<file path="src/sv/lmd_pkg.sv">
// ---------------------------------------------------------------------------
// lmd_pkg
// Shared types and constants of the local maximum detector.
// ---------------------------------------------------------------------------
package lmd_pkg;

  localparam int MAX_WIDTH       = 1024;
  localparam int SAMPLE_BITS     = 16;
  localparam int COL_BITS        = $clog2(MAX_WIDTH);
  localparam int ROW_BITS        = 12;
  localparam int HEIGHT_LIMIT    = 4096;
  localparam int WIDTH_CFG_BITS  = 11;
  localparam int HEIGHT_CFG_BITS = 13;
  localparam int CFG_DATA_BITS   = 13;
  localparam int MIN_SIZE        = 3;
  localparam int RESET_SIZE      = 5;
  localparam int QUEUE_DEPTH     = 4;
  localparam int QUEUE_PTR_BITS  = $clog2(QUEUE_DEPTH);
  localparam int QUEUE_CNT_BITS  = QUEUE_PTR_BITS + 1;

  typedef logic signed [SAMPLE_BITS-1:0] sample_t;
  typedef logic [COL_BITS-1:0]           col_t;
  typedef logic [ROW_BITS-1:0]           row_t;

  typedef enum logic {
    REG_FRAME_WIDTH  = 1'b0,
    REG_FRAME_HEIGHT = 1'b1
  } reg_index_t;

  // One line buffer entry: the column's sample two rows up and one row up.
  typedef struct packed {
    sample_t upper;
    sample_t middle;
  } line_entry_t;

  typedef struct packed {
    row_t row;
    col_t col;
    logic is_local_max;
    logic last_of_frame;
  } result_t;

  // Results pushed by one input transaction.
  typedef struct packed {
    logic first;
    logic second;
  } push_t;

endpackage

</file>
<file path="src/sv/lmd_result_queue.sv">
// ---------------------------------------------------------------------------
// lmd_result_queue
// Small queue taking up to two results per cycle, giving one unless stalled.
// ---------------------------------------------------------------------------
module lmd_result_queue (
  input  logic             clk,
  input  logic             rst,
  input  lmd_pkg::push_t   push,
  input  lmd_pkg::result_t first_data,
  input  lmd_pkg::result_t second_data,
  output logic             near_full,
  output logic             out_valid,
  input  logic             out_stall,
  output lmd_pkg::result_t head
);
  import lmd_pkg::*;

  result_t                   slots [QUEUE_DEPTH];
  logic [QUEUE_PTR_BITS-1:0] wr_ptr;
  logic [QUEUE_PTR_BITS-1:0] rd_ptr;
  logic [QUEUE_CNT_BITS-1:0] count;
  logic [QUEUE_CNT_BITS-1:0] count_next;
  logic                      pop;

  assign out_valid = (count != '0);
  assign pop       = out_valid && !out_stall;
  assign head      = slots[rd_ptr];
  // Room for two is needed before the next transaction can be taken.
  assign near_full = (count > QUEUE_CNT_BITS'(QUEUE_DEPTH - 2));

  always_comb begin
    count_next = count + QUEUE_CNT_BITS'(push.first) + QUEUE_CNT_BITS'(push.second)
                 - QUEUE_CNT_BITS'(pop);
  end

  always_ff @(posedge clk) begin
    if (rst) begin
      wr_ptr <= '0;
      rd_ptr <= '0;
      count  <= '0;
    end else begin
      count <= count_next;
      if (push.first) begin
        wr_ptr <= wr_ptr + (push.second ? QUEUE_PTR_BITS'(2) : QUEUE_PTR_BITS'(1));
      end
      if (pop) begin
        rd_ptr <= rd_ptr + QUEUE_PTR_BITS'(1);
      end
    end
  end

  always_ff @(posedge clk) begin
    if (push.first) begin
      slots[wr_ptr] <= first_data;
    end
    if (push.second) begin
      slots[wr_ptr + QUEUE_PTR_BITS'(1)] <= second_data;
    end
  end

endmodule

</file>
<file path="config.mk">
export PLATFORM = sky130hd
export DESIGN_NAME = lmd_result_queue
export DESIGN_NICKNAME = d
export VERILOG_FILES = /design/src/sv/lmd_pkg.sv /design/src/sv/lmd_result_queue.sv
export SDC_FILE = /design/constraint.sdc
export NUM_CORES = 1
export LEC_CHECK = 0
export ABC_AREA = 1
export BUFFER_PORTS_ARGS = -buffer_cell sky130_fd_sc_hd__buf_2
export CORE_ASPECT_RATIO = 0.75
export CORE_MARGIN = 1.5
export CORE_UTILIZATION = 45
export DETAILED_ROUTE_END_ITERATION = 10
export GPL_ROUTABILITY_DRIVEN = 0
export GPL_TIMING_DRIVEN = 0
export PLACE_DENSITY = 0.66
export SYNTH_ARGS = -nofsm -noshare
export SYNTH_HDL_FRONTEND = slang
export SYNTH_SLANG_ARGS = --single-unit
</file>
<file path="constraint.sdc">
create_clock -name clk -period 4.3 [get_ports clk]
set_clock_uncertainty 0.15 [all_clocks]
set_input_delay 0.645 -clock clk [delete_from_list [all_inputs] [get_ports clk]]
set_output_delay 0.645 -clock clk [all_outputs]
set_load 0.02 [all_outputs]
</file>
* Yosys cells after proc, flatten, opt, wreduce, memory -nomap -nowiden
Memories as Yosys holds them, arrays and structs flattened. A register that Yosys moved wholly into a read port is not among the register bits.
Cells that the tools add are included.
** Operators by class
- Add/subtract/negate cells :: 6
- Order comparisons :: 1
- Mux-type cells :: 7
- Reduce and logical (&&, ||, !) cells :: 3
** Operators by type and width (count)
- adder 3 x 1 -> 3 bit :: 2
- 2-to-1 mux 2 bit :: 3
- adder 2 x 1 -> 2 bit (second input constant) :: 2
- 2-to-1 mux 1 bit :: 4
- > comparator 3 x 2 -> 1 bit (second input constant) :: 1
- nonzero test 3 bit :: 1
- subtractor 3 x 1 -> 3 bit :: 1
- adder 2 bit :: 1
- logical AND 1 bit :: 1
- logical NOT 1 bit :: 1
** Word-level totals
- Register bits after elaboration :: 7
- Memory bits (writable) :: 96
- Input bits :: 53
- Logic and storage cells :: 21
- Memories :: 1
** Memory list
- slots :: words 4, width 24, read ports 1, clocked after memory_dff 1, write ports 2, line lmd_result_queue.sv:18 : result_t slots [QUEUE_DEPTH];

* Longest topological paths before layout
Gate-level depths: netlist (run 1).
- Word-level depth :: 4
- Gate-level depth with buffers :: 8
- Mapped depth without buffers :: 8

* Worst setup path before layout (run 1)
Ideal clock, no wire load.
- Path kind :: input to register
- From :: in push[1] (netlist bit)
- To :: mem slots[1][0] (netlist bit), enable pin
- Setup time :: 0.442 ns
- Arrival :: 2.602 ns
- Data required time :: 3.708 ns
- Slack :: 1.106 ns
- Cell stages on the path :: 2
- Path buffers :: 0
- Path through :: inv_1 -> o31ai_1
** RTL lines
- from (decl) :: line lmd_result_queue.sv:8 : input lmd_pkg::push_t push,
- to (decl) :: line lmd_result_queue.sv:18

==> metrics.md, run 1 <==
| Metric | Value |
|---|---|
| Status | finished, final reports clean |
| Pin slew with the least headroom to its limit | 1350 ps |
| Core ar. | 11100 µm² |
| Final Critical Period | 2790 ps |
| Clk Tree Root Cell | clkbuf_16 |
| Share of layout cells above drive strength 1 | 22.2% |
| Post-synthesis instance area | 5170 µm² |
| Largest cells by area after synthesis | edfxtp_1 (56%), o21ai_0 (10%), nand2_1 (7.7%) |
| Syn Area/Cell | 9.63 µm² |
| Max Slew Vio Count | 0 |
| Crit path max fanout | 10 |
| HPWL Detailed | 9590 µm |
| DR vias/cell | 5.52 |
| Grt ovf | 0 |
| Setup Crit Path Kind | reg2out |
| Synthesized flop and latch total | 105 |
| Cell taking the most area after synthesis | edfxtp_1 |
| Distinct cells, synth | 26 |
| WHS Path Cells | 2 |
| CTS Buf Count | 9 |
| Vias in the first global route | 4027 |
| CTS sink cnt | 105 |
| Worst Hold Endpoint | count[1]$_SDFF_PP0_ |
| Worst min-delay path category | in2reg |
| CP max stage cell | clkbuf_1 |
| Diode count | 0 |
| Synth top area share | 55.7% |
| Critical path's top delay family | buffers and inverters |
| MaxCap Viol Count | 0 |
| Hold wc startpoint | rst |
| Vias | 4276 |
| Pre-antenna DRT Iters | 6 |
| Fin crit share | 64.9% |
| Synth warnings | 0 |
| DR DRC count | 0 |
| PortBufs | 78 |
| GRT Util Overall | 24.9% |
| Std-Cell Rows | 33 |
| Commonest non-fill, non-tap cell in the layout | nand2_1 |
| CTS Buffer Depth | 2 |
| Crit-path cells | inv_1 -> clkbuf_1 -> o21ai_0 -> o22ai_1 -> buf_2 |
| Most frequent cells in the layout | nand2_1 (106), o21ai_0 (105), edfxtp_1 (96) |
| VDD IR max | 0.000288 V |
| Leak | 2.56 nW |
| Post-synthesis instance total | 537 |
| Crit-path max cell delay | 460 ps |
| CTS tree | yes |
| CTS resizes | 0 |
| Area grow syn2layout | 18.9% |
| Initial antenna violation count | 0 |
| FMAX | 358 MHz |
| R2r endpoint | slots[0][16]$_DFFE_PP_ |
| Reg2Reg Setup Slack | 1750 ps |
| Final hold violations | 0 |
| Pin count of the biggest net entering global routing | 25 |
| Routed len/inst | 18.6 µm |
| Global-route wire length before repair | 21900 µm |
| Clock slew at reported path FFs | 70 ps |
| Worst Path Required | 3500 ps |
| Routed WL | 14400 µm |
| Startpoint types | flip-flop |
| Clk_lat worst skew | 360 ps |
| Net Count, Synth | 595 |
| # H-tree levels | 3 |
| Io pins | 79 |
| Post-CTS setup buffer count | 0 |
| Setup Viol. Count Final | 0 |
| Nets | 687 |
| Die area | 12200 µm² |
| R2R depth | 3 |
| Drt initial violations | 493 |
| RSZ-0062 raised after global routing | no |
| Hold_ws | 330 ps |
| Sequential share of the synthesized area | 59.2% |
| Hold-fix buffers, CTS | 0 |
| Critical path arrival | 2000 ps |
| CP Capture Type | output pin |
| Die Y | 95.9 µm |
| PwrDens | 482 nW/µm² |
| Starting Density | 46.7% |
| Buf+Inv Stages, Crit Path | 3 |
| Share of the core filled with cells | 55.6% |
| Slew margin rel. | 9.53% |
| Die width | 127 µm |
| Worst r2r src | wr_ptr[1]$_SDFFE_PP0P_ |
| Post-route ant nets | 0 |
layout make-up:
| cell class | instances | area (µm²) |
|---|---|---|
| fillers | 984 | 4920 |
| multi-input cells | 357 | 1790 |
| clock inverters | 5 | 55.1 |
| repair buffers | 81 | 473 |
| clock buffers | 11 | 233 |
| well taps | 140 | 175 |
| inverters | 41 | 154 |
| plain buffers | 34 | 206 |
| flip-flops and latches | 105 | 3060 |
metal layers:
metal | vias to the layer above | part of all wire, % | track usage, %
met5 | - | 0 | 0
met4 | 0 | 1.4 | 9.00
met3 | 16 | 8.8 | 5.45
met2 | 192 | 47 | 40.3
met1 | 2011 | 43 | 33.5
li1 | 2057 | - | -
sequential cells by signal, indices dropped and copies added (netlist names), named ones only:
name	flops
slots	96
count	3
rd_ptr	2
wr_ptr	2
worst reg2reg max path: cells and delay by family (launching register included):
family | cells | cell delay (ps)
AND/OR/NAND/NOR | 2 | 1200
flip-flops | 1 | 550
buffers and inverters | 1 | 260
how the worst max path moves through the flow:
stage                                        end  slack [ps]  cells past startpoint
final                                    head[3]        1510                      5
after CTS                                head[3]        1520                      5
after detailed placement  slots[0][15]$_DFFE_PP_        1420                      4
after global placement    slots[3][16]$_DFFE_PP_        -610                      3
after floorplan            slots[1][0]$_DFFE_PP_        1110                      2
after global routing                     head[3]        1430                      5
power by group:
| part | total (mW) | internal [mW] | leakage (nW) | switching [mW] |
|---|---|---|---|---|
| clock | 0.816 | 0.451 | 0.139 | 0.364 |
| combinational | 0.881 | 0.277 | 1.45 | 0.604 |
| sequential | 1.27 | 1.23 | 0.977 | 0.0350 |
| total | 2.96 | 1.96 | 2.56 | 1.00 |
cell usage after synthesis:
cell type and n:
o22ai_1 24, o21ai_1 25, o31ai_1 3, ha_1 3, nor2_1 60, nor3_1 1
nand2_1 106, buf_2 12, nor2_2 1, nand3_1 1, clkbuf_1 11, nand4_1 1
a21oi_1 4, inv_1 40, nand3_2 3, clkbuf_2 3, edfxtp_1 96, xor2_1 1
dfxtp_1 9, or2_2 1, inv_2 1, buf_6 8, fa_1 2, o21ai_2 15
nand2_2 1, o21ai_0 105
logic make-up (layout without fill, tap and decap cells):
family,count (synthesis),after routing,synth area share [%]
fa+ha+maj,5,5,1.50
xor+xnor,1,1,0.169
compound gates,176,176,18.8
flops,105,105,59.2
buf+inv,75,172,6.97
simple gates,175,175,13.3
per-stage QoR:
stage / setup slack (ps) / TNS [ps] / total power, mW / area (µm²) / instances
after floorplan: 1110 / 0 / 1.83 / 5170 / 537
after global routing: 1430 / 0 / 3.11 / 6150 / 774
final: 1510 / 0 / 2.96 / 6150 / 774
after global placement: -612 / -32530 / 2.13 / 5740 / 755
after detailed placement: 1420 / 0 / 2.17 / 5860 / 758
after CTS: 1520 / 0 / 2.97 / 6150 / 774
(Power assumes the default switching activity.)
==> inputs of run 2 (changes only) <==
Settings changed: ABC_AREA 1 to 0, PLACE_DENSITY 0.66 to 0.68.
Clock period 4.3 ns to 2.3 ns, I/O delays scaled along.
==> metrics.md, run 2 <==
| Metric | Value |
|---|---|
| Commonest non-fill, non-tap cell in the layout | edfxtp_1 (was nand2_1) |
| Vias in the first global route | 3024 (was 4027) |
| Nets | 434 (was 687) |
| CTS Buf Count | 9 (unchanged) |
| Share of the core filled with cells | 55.1% (was 55.6%) |
| Regs by FF count | slots: 96 flops, count: 3 flops (unchanged) |
| DR DRC count | 0 (unchanged) |
| Cell taking the most area after synthesis | edfxtp_1 (unchanged) |
| Synth warnings | 0 (unchanged) |
| Reg2Reg Setup Slack | 140 ps (was 1750 ps) |
| Startpoint types | flip-flop (unchanged) |
| Initial antenna violation count | 0 (unchanged) |
| Hold-fix buffers, CTS | 0 (unchanged) |
| Slew margin rel. | 36.1% (was 9.53%) |
| Distinct cells, synth | 30 (was 26) |
| FMAX | 451 MHz |
| Reg area | 3070 µm² (was 3060 µm²) |
| CTS tree | yes (unchanged) |
| Pin count of the biggest net entering global routing | 25 (unchanged) |
| Status | finished, final reports clean (unchanged) |
| CTS sink cnt | 105 (unchanged) |
| Post-synth EDFFs | 96 (unchanged) |
| R2R depth | 7 (was 3) |
| Leak | 2.19 nW (was 2.56 nW) |
| Max reg flops | 96 (unchanged) |
| Hold wc startpoint | push[1] (was rst) |
| Io pins | 79 (unchanged) |
| Drt initial violations | 99 (was 493) |
| Setup Viol. Count Final | 0 (unchanged) |
| Most common library cells after synthesis | edfxtp_1 (96), mux2_2 (95), mux4_2 (24) (was nand2_1 (106), o21ai_0 (105), edfxtp_1 (96)) |
| Top-count cell post-synth | edfxtp_1 (was nand2_1) |
| Worst min-delay path category | in2reg (unchanged) |
| Diode count | 0 (unchanged) |
| GRT Util Overall | 18.5% (was 24.9%) |
| MaxCap Viol Count | 0 (unchanged) |
| Synthesized flop and latch total | 105 (unchanged) |
| TNS Setup | 0 ps (unchanged) |
| Clk Tree Root Cell | clkbuf_16 (unchanged) |
| Crit path max fanout | 10 (unchanged) |
| Routed len/inst | 19.8 µm (was 18.6 µm) |
| Die area | 12000 µm² (was 12200 µm²) |
| Largest cells by area after synthesis | edfxtp_1 (56%), mux2_2 (21%), mux4_2 (11%) (was edfxtp_1 (56%), o21ai_0 (10%), nand2_1 (7.7%)) |
| Critical path arrival | 1720 ps (was 2000 ps) |
| DR vias/cell | 5.38 (was 5.52) |
| Core ar. | 11000 µm² (was 11100 µm²) |
| CP Capture Type | output pin (unchanged) |
| Die Y | 95.4 µm (was 95.9 µm) |
| Sequential share of the synthesized area | 59.8% (was 59.2%) |
| # H-tree levels | 3 (unchanged) |
| RSZ-0062 raised after global routing | no (unchanged) |
| Worst r2r src | count[1]$_SDFF_PP0_ (was wr_ptr[1]$_SDFFE_PP0P_) |
| Hold_ws | 185 ps (was 330 ps) |
| Final Critical Period | 2220 ps |
| Net Count, Synth | 346 (was 595) |
| Share of layout cells above drive strength 1 | 63.5% (was 22.2%) |
| Setup Crit Path Kind | reg2out (unchanged) |
| Pin slew with the least headroom to its limit | 955 ps (was 1350 ps) |
| Post-synth ARST share | 0% (unchanged) |
| Final hold violations | 0 (unchanged) |
| Dominant synthesized flop cell | edfxtp_1 (unchanged) |
| Vias | 2805 (was 4276) |
| Most frequent cells in the layout | edfxtp_1 (96), mux2_2 (95), buf_2 (82) (was nand2_1 (106), o21ai_0 (105), edfxtp_1 (96)) |
| Largest register by flop count | slots (unchanged) |
| Footprint of the multi-input gates | 1970 µm² (was 1790 µm²) |
| R2r endpoint | count[1]$_SDFF_PP0_ (was slots[0][16]$_DFFE_PP_) |
| Dpl cell area | 5720 µm² (was 5860 µm²) |
| CP max stage cell | mux4_2 (was clkbuf_1) |
| Clk_lat worst skew | 340 ps (was 360 ps) |
| Routed WL | 10300 µm (was 14400 µm) |
| Crit-path cells | buf_6 -> buf_8 -> mux4_2 -> buf_2 (was inv_1 -> clkbuf_1 -> o21ai_0 -> o22ai_1 -> buf_2) |
| Global-route wire length before repair | 16300 µm (was 21900 µm) |
| VDD IR max | 0.000409 V (was 0.000288 V) |
| PortBufs | 77 (was 78) |
| Starting Density | 46.5% (was 46.7%) |
| Area grow syn2layout | 18.6% (was 18.9%) |
| Tot Pwr | 5.30 mW (was 2.96 mW) |
| Fin crit share | 96.5% |
| Worst Path Required | 1800 ps (was 3500 ps) |
| Post-synthesis instance total | 288 (was 537) |
| PwrDens | 872 nW/µm² (was 482 nW/µm²) |
| HPWL Detailed | 6700 µm (was 9590 µm) |
| Syn Area/Cell | 17.8 µm² (was 9.63 µm²) |
| Clock slew at reported path FFs | 70 ps (about the same) |
| Crit-path max cell delay | 540 ps (was 460 ps) |
| Design Area, Final | 6080 µm² (was 6150 µm²) |
| Number of fillers in the final layout | 901 (was 984) |
| Post-synthesis instance area | 5120 µm² (was 5170 µm²) |
| Worst Hold Endpoint | wr_ptr[1]$_SDFFE_PP0P_ (was count[1]$_SDFF_PP0_) |
| WHS Path Cells | 2 (unchanged) |
| Synth top area share | 56.3% (was 55.7%) |
| Post-route ant nets | 0 (unchanged) |
| Pre-antenna DRT Iters | 4 (was 6) |
| Max Slew Vio Count | 0 (unchanged) |
| CTS Buffer Depth | 2 (unchanged) |
| Std-Cell Rows | 33 (unchanged) |
| Grt ovf | 0 (unchanged) |
| Die width | 126 µm (was 127 µm) |
## run 2: cell count changes after synthesis, moves of 4 or more
| cell | change |
|---|---|
| nand2_1 | -106 |
| o21ai_0 | -102 |
| mux4_2 | +24 |
| o21ai_2 | -15 |
| buf_2 | -4 |
| inv_1 | -34 |
| o22ai_1 | -24 |
| o21ai_1 | -25 |
| clkbuf_1 | -10 |
| mux2_2 | +95 |
| nor2_1 | -52 |
## run 2: per-stage QoR
step	setup WS (ps)	instances
after floorplan	-597	288
after global placement	-2010	505
after detailed placement	-143	505
after CTS	6.83	520
after global routing	13.4	521
final	81.1	521
## run 2: final cells by class
class	instances	share of cell area [%]
inverters	8	0.494
repair buffers	78	6.46
well taps	140	2.88
plain buffers	16	2.41
clock inverters	3	0.659
clock buffers	13	4.28
flip-flops and latches	105	50.4
multi-input cells	158	32.4
## run 2: worst max path at each step
stage	to	slack, ps	depth (start not counted)
after CTS	head[14]	7	4
after detailed placement	count[2]$_SDFF_PP0_	-140	8
after floorplan	slots[0][0]$_DFFE_PP_	-600	3
after global placement	slots[2][10]$_DFFE_PP_	-2010	3
final	head[12]	80	4
after global routing	head[14]	10	4
## run 2: logic make-up after synthesis
family | after synthesis | share of synthesized area (%)
flops | 105 | 59.8
simple gates | 20 | 2.42
mux | 122 | 32.1
fa+ha+maj | 5 | 1.51
compound gates | 9 | 1.00
buf+inv | 25 | 2.91
xor+xnor | 2 | 0.342
## run 2: per-layer routing
| metal | share of wire [%] | GRT usage (%) | vias to the layer above |
|---|---|---|---|
| li1 | - | - | 1326 |
| met3 | 5.3 | 5.78 | 10 |
| met1 | 45 | 23.3 | 1406 |
| met4 | 0.89 | 4.31 | 0 |
| met2 | 49 | 31.7 | 63 |
| met5 | 0 | 0 | - |
## run 2: timing repair
action / 4_1_cts / 5_1_grt
setup buffers: 0 / 1
pin swaps: 0 / 2
setup endpoints to repair: 22 / 9
gates resized for setup: 9 / 6
## run 2: critical path: cells and delay by family, from the launching register on
kind | cells | cell delay, ps
flip-flops | 1 | 330
multiplexers | 1 | 540
buffers and inverters | 3 | 520
## run 2: power by group
part	switching [mW]	total [mW]	internal [mW]
Sequential	0.0701	2.38	2.31
Clock	0.639	1.54	0.901
Combinational	0.729	1.39	0.657
